## config.mk

```make
export PLATFORM = sky130hd
export DESIGN_NAME = scba_front
export DESIGN_NICKNAME = d
export VERILOG_FILES = /design/src/design/scba_pkg.sv /design/src/design/scba_front.sv
export SDC_FILE = /design/constraint.sdc
export NUM_CORES = 1
export LEC_CHECK = 0
export ABC_CLOCK_PERIOD_IN_PS = 2500
export BUFFER_PORTS_ARGS = -buffer_cell sky130_fd_sc_hd__buf_4
export CORE_MARGIN = 2
export CORE_UTILIZATION = 53
export DETAILED_ROUTE_END_ITERATION = 6
export PLACE_DENSITY = 0.8
export SYNTH_ARGS = -nofsm -noshare
export SYNTH_HDL_FRONTEND = slang
export SYNTH_SLANG_ARGS = --single-unit
```

## constraint.sdc

```tcl
create_clock -name clock -period 2.5 [get_ports clock]
set_input_delay 0.5 -clock clock [delete_from_list [all_inputs] [get_ports clock]]
set_output_delay 0.5 -clock clock [all_outputs]
set_load 0.01 [all_outputs]
```

## src/design/scba_pkg.sv

```systemverilog
// Shared types, constants and helper functions for the size-class block allocator.
package scba_pkg;

   localparam int ChunkBytes   = 16384;
   localparam int MaxChunks    = 64;
   localparam int MaxSmallSize = 640;
   localparam int NumClasses   = 14;

   localparam int PoolSpan   = 1048576;
   localparam int ChunkFit   = PoolSpan / ChunkBytes;
   localparam int ChunkLimit = (MaxChunks < ChunkFit) ? MaxChunks : ChunkFit;
   localparam int ChunkCntW  = $clog2(ChunkLimit + 1);
   localparam int ClassW     = 4;
   localparam int GranW      = 16;
   localparam int LinkW      = 17;
   localparam int LinkDepth  = 65536;

   localparam logic [1:0] OP_ALLOC = 2'd0;
   localparam logic [1:0] OP_FREE  = 2'd1;
   localparam logic [1:0] OP_CLEAR = 2'd2;

   localparam logic [1:0] ST_OK    = 2'd0;
   localparam logic [1:0] ST_NULL  = 2'd1;
   localparam logic [1:0] ST_BIG   = 2'd2;
   localparam logic [1:0] ST_EMPTY = 2'd3;

   typedef struct packed {
      logic [1:0]  opcode;
      logic [11:0] request_size;
      logic [19:0] block_address;
      logic        address_is_null;
   } req_type;

   typedef struct packed {
      logic [19:0] result_address;
      logic [1:0]  status;
   } rsp_type;

   typedef enum logic [1:0] {
      KIND_DONE,
      KIND_ALLOC,
      KIND_FREE,
      KIND_CLEAR
   } kind_type;

   // Classified command handed from the front end to the back end.
   typedef struct packed {
      kind_type          kind;
      logic [1:0]        status;
      logic [ClassW-1:0] cls;
      logic [GranW-1:0]  gran;
   } cmd_type;

   typedef enum logic [1:0] {
      BE_IDLE,
      BE_READ,
      BE_SEND
   } be_state_type;

   function automatic logic [9:0] class_size(input logic [ClassW-1:0] c);
      logic [9:0] s;
      unique case (c)
         4'd0:  s = 10'd16;
         4'd1:  s = 10'd32;
         4'd2:  s = 10'd64;
         4'd3:  s = 10'd96;
         4'd4:  s = 10'd128;
         4'd5:  s = 10'd160;
         4'd6:  s = 10'd192;
         4'd7:  s = 10'd224;
         4'd8:  s = 10'd256;
         4'd9:  s = 10'd320;
         4'd10: s = 10'd384;
         4'd11: s = 10'd448;
         4'd12: s = 10'd512;
         4'd13: s = 10'd640;
         default: s = 10'd0;
      endcase
      return s;
   endfunction

   // Granules of one chunk that are covered by whole blocks of the class.
   function automatic logic [GranW:0] class_span(input logic [ClassW-1:0] c);
      logic [GranW:0] s;
      unique case (c)
         4'd0:  s = (GranW+1)'(ChunkBytes / 16 * 16 / 16);
         4'd1:  s = (GranW+1)'(ChunkBytes / 32 * 32 / 16);
         4'd2:  s = (GranW+1)'(ChunkBytes / 64 * 64 / 16);
         4'd3:  s = (GranW+1)'(ChunkBytes / 96 * 96 / 16);
         4'd4:  s = (GranW+1)'(ChunkBytes / 128 * 128 / 16);
         4'd5:  s = (GranW+1)'(ChunkBytes / 160 * 160 / 16);
         4'd6:  s = (GranW+1)'(ChunkBytes / 192 * 192 / 16);
         4'd7:  s = (GranW+1)'(ChunkBytes / 224 * 224 / 16);
         4'd8:  s = (GranW+1)'(ChunkBytes / 256 * 256 / 16);
         4'd9:  s = (GranW+1)'(ChunkBytes / 320 * 320 / 16);
         4'd10: s = (GranW+1)'(ChunkBytes / 384 * 384 / 16);
         4'd11: s = (GranW+1)'(ChunkBytes / 448 * 448 / 16);
         4'd12: s = (GranW+1)'(ChunkBytes / 512 * 512 / 16);
         4'd13: s = (GranW+1)'(ChunkBytes / 640 * 640 / 16);
         default: s = '0;
      endcase
      return s;
   endfunction

endpackage

```

## src/design/scba_front.sv

```systemverilog
// Front end: accepts requests, maps sizes to classes and queues classified commands.
module scba_front (
   input  logic                clock,
   input  logic                reset,
   input  logic                req_valid,
   output logic                req_stall,
   input  scba_pkg::req_type   req_data,
   output logic                cmd_valid,
   input  logic                cmd_take,
   output scba_pkg::cmd_type   cmd_data
);
   import scba_pkg::*;

   localparam int QDepth = 2;

   cmd_type    q_ff [QDepth];
   cmd_type    q_in [QDepth];
   logic [1:0] cnt_ff, cnt_in;
   cmd_type    cls_cmd;
   logic       found;
   logic       push;

   always_comb begin
      cls_cmd = '0;
      found = 1'b0;
      for (int j = NumClasses - 1; j >= 0; j--) begin
         if ({2'b0, req_data.request_size} <= {4'b0, class_size(ClassW'(j))}) begin
            cls_cmd.cls = ClassW'(j);
            found = 1'b1;
         end
      end
      if (req_data.request_size > 12'(MaxSmallSize)) begin
         found = 1'b0;
      end
      cls_cmd.gran = req_data.block_address[19:4];
      cls_cmd.kind = KIND_DONE;
      cls_cmd.status = ST_NULL;
      priority if (req_data.opcode == OP_ALLOC) begin
         if (req_data.request_size == '0) begin
            cls_cmd.status = ST_NULL;
         end else if (!found) begin
            cls_cmd.status = ST_BIG;
         end else begin
            cls_cmd.kind = KIND_ALLOC;
         end
      end else if (req_data.opcode == OP_FREE) begin
         if (req_data.request_size == '0 || req_data.address_is_null) begin
            cls_cmd.status = ST_NULL;
         end else if (!found) begin
            cls_cmd.status = ST_BIG;
         end else begin
            cls_cmd.kind = KIND_FREE;
         end
      end else if (req_data.opcode == OP_CLEAR) begin
         cls_cmd.kind = KIND_CLEAR;
      end else begin
         cls_cmd.status = ST_NULL;
      end
   end

   assign req_stall = (cnt_ff == 2'(QDepth));
   assign push      = req_valid && !req_stall;
   assign cmd_valid = (cnt_ff != '0);
   assign cmd_data  = q_ff[0];

   always_comb begin
      logic       pop;
      logic [1:0] c;
      pop = cmd_valid && cmd_take;
      q_in = q_ff;
      c = cnt_ff;
      if (pop) begin
         q_in[0] = q_ff[1];
         c = c - 2'd1;
      end
      if (push) begin
         q_in[c[0]] = cls_cmd;
         c = c + 2'd1;
      end
      cnt_in = c;
   end

   always_ff @(posedge clock) begin
      if (reset) begin
         cnt_ff <= '0;
      end else begin
         cnt_ff <= cnt_in;
      end
      q_ff <= q_in;
   end
endmodule

```

==> PnR_summary.wiki <==
{| class="wikitable"
! Metric !! Value
|-
| Result of the run || finished, final reports clean
|-
| Power per unit of standard cell area || 1092 nW/um2
|-
| Number of flops mapped to enable cells by yosys || 24
|-
| Count of input and output buffers || 60
|-
| Wire per inst || 13.14 um
|-
| Setup TNS || 0 ns
|-
| Sequence of cells on the critical path || inv_1 > ha_1 > nor2b_4 > xnor2_1 > nand2b_2 > buf_12 > a21oi_1 > a22oi_1
|-
| Worst reg2reg path startpoint || cnt_ff[0]
|-
| Number of synthesized register bits || 50
|-
| Number of antenna violations at the first check in global routing || 0
|-
| Class of the most critical setup path || reg2reg
|-
| Crit-path leading delay family || simple AND/OR/NAND/NOR gates
|-
| Startpoint type of the worst setup path || register
|-
| Clk slew on worst S/H paths || 0.09 ns
|-
| Final RePlAce weighted congestion || 0.9044
|-
| Critical path required time || 2.72 ns
|-
| Max-slew violations || 0
|-
| Count of boundary I/O pins || 65
|-
| Final Setup Violations || 0
|-
| Fraction of the mapped netlist area in simple logic gates || 14.92%
|-
| Fraction of the yosys area taken by sequential cells || 49.33%
|-
| Compound-Gate Fraction of Synth Area || 11.83%
|-
| Data arrival, critical path || 2.15 ns
|-
| Layout area overhead || 17.11%
|-
| Clock tree from TritonCTS || done
|-
| Share of synthesized area spent on multiplexers || 10.84%
|-
| FF-to-FF setup slack || 0.56 ns
|-
| Worst R2R End || cmd_data[23]
|-
| Cell with the biggest individual delay on the critical path || sky130_fd_sc_hd__nand2b_2
|-
| Post-route minimum period || 1.936 ns
|-
| Proportion of netlist area held by the largest area contributor || 28.64%
|-
| Via count of the first global-routing pass || 1,662
|-
| Count of distinct cell types in the synthesized netlist || 44
|-
| Proportion of layout cells with a drive suffix above 1 || 27.82%
|-
| Worst-case clock buffer depth || 2
|-
| Final worst path period share || 77.44%
|-
| Number of design-rule violations left by the first detailed-router iteration || 76
|-
| Critical Path Source || cnt_ff[0]
|-
| Die outline height || 72.90 um
|-
| Syn Nets || 291
|-
| Synth Cell Area || 2516 um2
|-
| Adder and majority cell fraction of the synthesized area || 1.492%
|-
| Largest family of logic cells by synthesized area || simple AND/OR/NAND/NOR gates
|-
| Clk_lat worst skew || 0.29 ns
|-
| Global route total overflow || 0
|-
| Count of mapped cells out of synthesis || 249
|-
| Cell depth of the worst flop-to-flop path || 8
|-
| Setup crit end || cmd_data[23]
|-
| Number of setup buffers added after CTS || 0
|-
| Area of the core || 4661 um2
|-
| IR Drop Worst-Case VDD || 0.0005190 V
|-
| Fin. Hold Viols || 0
|-
| Leading post-synthesis cells by cell area || sky130_fd_sc_hd__edfxtp_1 (29%), sky130_fd_sc_hd__dfxtp_1 (21%), sky130_fd_sc_hd__mux2i_1 (9.9%)
|-
| Root Driver || sky130_fd_sc_hd__clkbuf_8
|-
| Unrepaired setup endpoints after global routing || false
|-
| Final HPWL DP || 3.233 mm
|-
| P_leak || 1.178 nW
|-
| Cell type contributing the most total cell area after synthesis || sky130_fd_sc_hd__edfxtp_1
|-
| Highest achievable clock rate || 0.5165 GHz
|-
| Global-route wire length before repair || 7.162 mm
|-
| Final routed DRC violation total || 0
|-
| Net total in the final layout || 325
|-
| Fraction of synthesis flops using an asynchronous set or reset pin || 0%
|-
| Endpoint kind of the worst setup timing path || register
|-
| Share of the core filled with cells in the final layout || 63.22%
|-
| Stages on worst setup path || 8
|-
| Die area || 5314 um2
|-
| Number of gates resized after cts || 0
|-
| Predominant post-synthesis flop cell || sky130_fd_sc_hd__dfxtp_1
|-
| Syn. warnings || 0
|-
| Slew headroom || 60.62%
|-
| Hold buffers post-CTS || 0
|-
| Largest stage delay on the critical path || 0.49 ns
|-
| Initial Utilization || 53.99%
|-
| Max-capacitance violation count || 0
|-
| Width of the die || 72.90 um
|-
| Pin count of the biggest net entering global routing || 27
|-
| First-pass iteration count of the detailed router || 4
|-
| Leading post-synthesis cells by instance count || sky130_fd_sc_hd__a21oi_1 (28), sky130_fd_sc_hd__nor2_1 (27), sky130_fd_sc_hd__dfxtp_1 (26)
|-
| GRT Resource Usage Total || 16.98%
|-
| Xor and xnor fraction of the mapped netlist area || 1.044%
|-
| Final wirelength || 4.443 mm
|-
| Post-detailed-route via-to-cell ratio || 5.393
|-
| Row Count || 25
|-
| Clock buffers created by TritonCTS || 5
|-
| Layout Skew || 0.005096 ns
|-
| Sink Count || 50
|-
| Total of fill cells in the finished design || 396
|-
| Number of buffer and inverter stages on the critical path || 2
|-
| Depth of the CTS H-tree || 2
|-
| Mean post-synth cell area || 10.11 um2
|-
| Post-DRT Antenna Nets || 0
|-
| Ant diodes || 0
|-
| Routed vias || 1,823
|-
| Min-Delay Path Class || in2reg
|-
| Most frequent cell after synthesis || sky130_fd_sc_hd__a21oi_1
|-
| Slew of the pin with the lowest slew margin || 0.5853 ns
|-
| Maximum fanout count along the critical path || 25
|}
layout by cell type, fill, tap and decap left out, types with 4 or more instances in the layout:
cell type	count
sky130_fd_sc_hd__nand2_1	10
sky130_fd_sc_hd__clkbuf_8	6
sky130_fd_sc_hd__buf_4	64
sky130_fd_sc_hd__edfxtp_1	24
sky130_fd_sc_hd__nand3b_1	5
sky130_fd_sc_hd__inv_1	6
sky130_fd_sc_hd__nor2_1	27
sky130_fd_sc_hd__mux2i_1	25
sky130_fd_sc_hd__dfxtp_1	26
sky130_fd_sc_hd__a21oi_1	28
sky130_fd_sc_hd__o21ai_0	4
sky130_fd_sc_hd__nor4_1	5
per-layer routing:
layer	wire length [um]	up-vias	GRT usage, %
met5	0	-	0
met4	34	0	4.321
met3	226	4	2.762
met2	2240	63	31.21
met1	1941	822	20.57
li1	-	934	-
area by class of cell:
cell class              instances  area (um2)  area share [%]
well taps                      54       67.56           2.293
inverters                       6       22.52          0.7643
clock buffers                   6       82.58           2.803
multi-input cells             155        1020           34.61
clock inverters                 2       12.51          0.4246
flip-flops and latches         50        1241           42.12
repair buffers                 65       500.5           16.99
worst min path at each step:
stage                     startpoint          end  slack (ns)  depth (start not counted)
after global routing           reset    cnt_ff[1]        0.37                          2
after detailed placement    register  cmd_data[7]        0.53                          2
after global placement      register  cmd_data[8]        0.52                          2
after floorplan             register  cmd_data[8]        0.51                          2
final                          reset    cnt_ff[0]        0.37                          2
after CTS                      reset    cnt_ff[0]        0.37                          2
power breakdown:
| part | switching, mW | total (mW) | internal (mW) |
|---|---|---|---|
| clock network | 0.244 | 0.467 | 0.223 |
| registers | 0.128 | 1.34 | 1.21 |
| logic | 0.707 | 1.41 | 0.706 |
| total | 1.08 | 3.22 | 2.14 |
through the flow:
| step | hold WS (ns) | std cells | instance area [um2] | power [mW] | setup WS, ns |
|---|---|---|---|---|---|
| 6_report | 0.3743 | 338 | 2947 | 3.217 | 0.5639 |
| 3_5_place_dp | 0.5315 | 330 | 2851 | 2.792 | 0.2980 |
| 5_1_grt | 0.3666 | 338 | 2947 | 3.449 | 0.3526 |
| 4_1_cts | 0.3690 | 338 | 2947 | 3.262 | 0.5365 |
| 2_1_floorplan | 0.5100 | 249 | 2516 | 2.460 | 0.4009 |
| 3_3_place_gp | 0.5174 | 330 | 2851 | 2.738 | 0.2824 |
kinds of logic (layout without fill, tap and decap cells):
family | Yosys count | count (layout)
AO/OA/AOI/OAI | 50 | 50
XOR/XNOR | 3 | 3
adder cells (fa/ha/maj) | 3 | 3
buffers and inverters | 44 | 79
flip-flops | 50 | 50
multiplexers | 27 | 27
AND/OR/NAND/NOR | 72 | 72
Power figures use the tool's default switching activity.
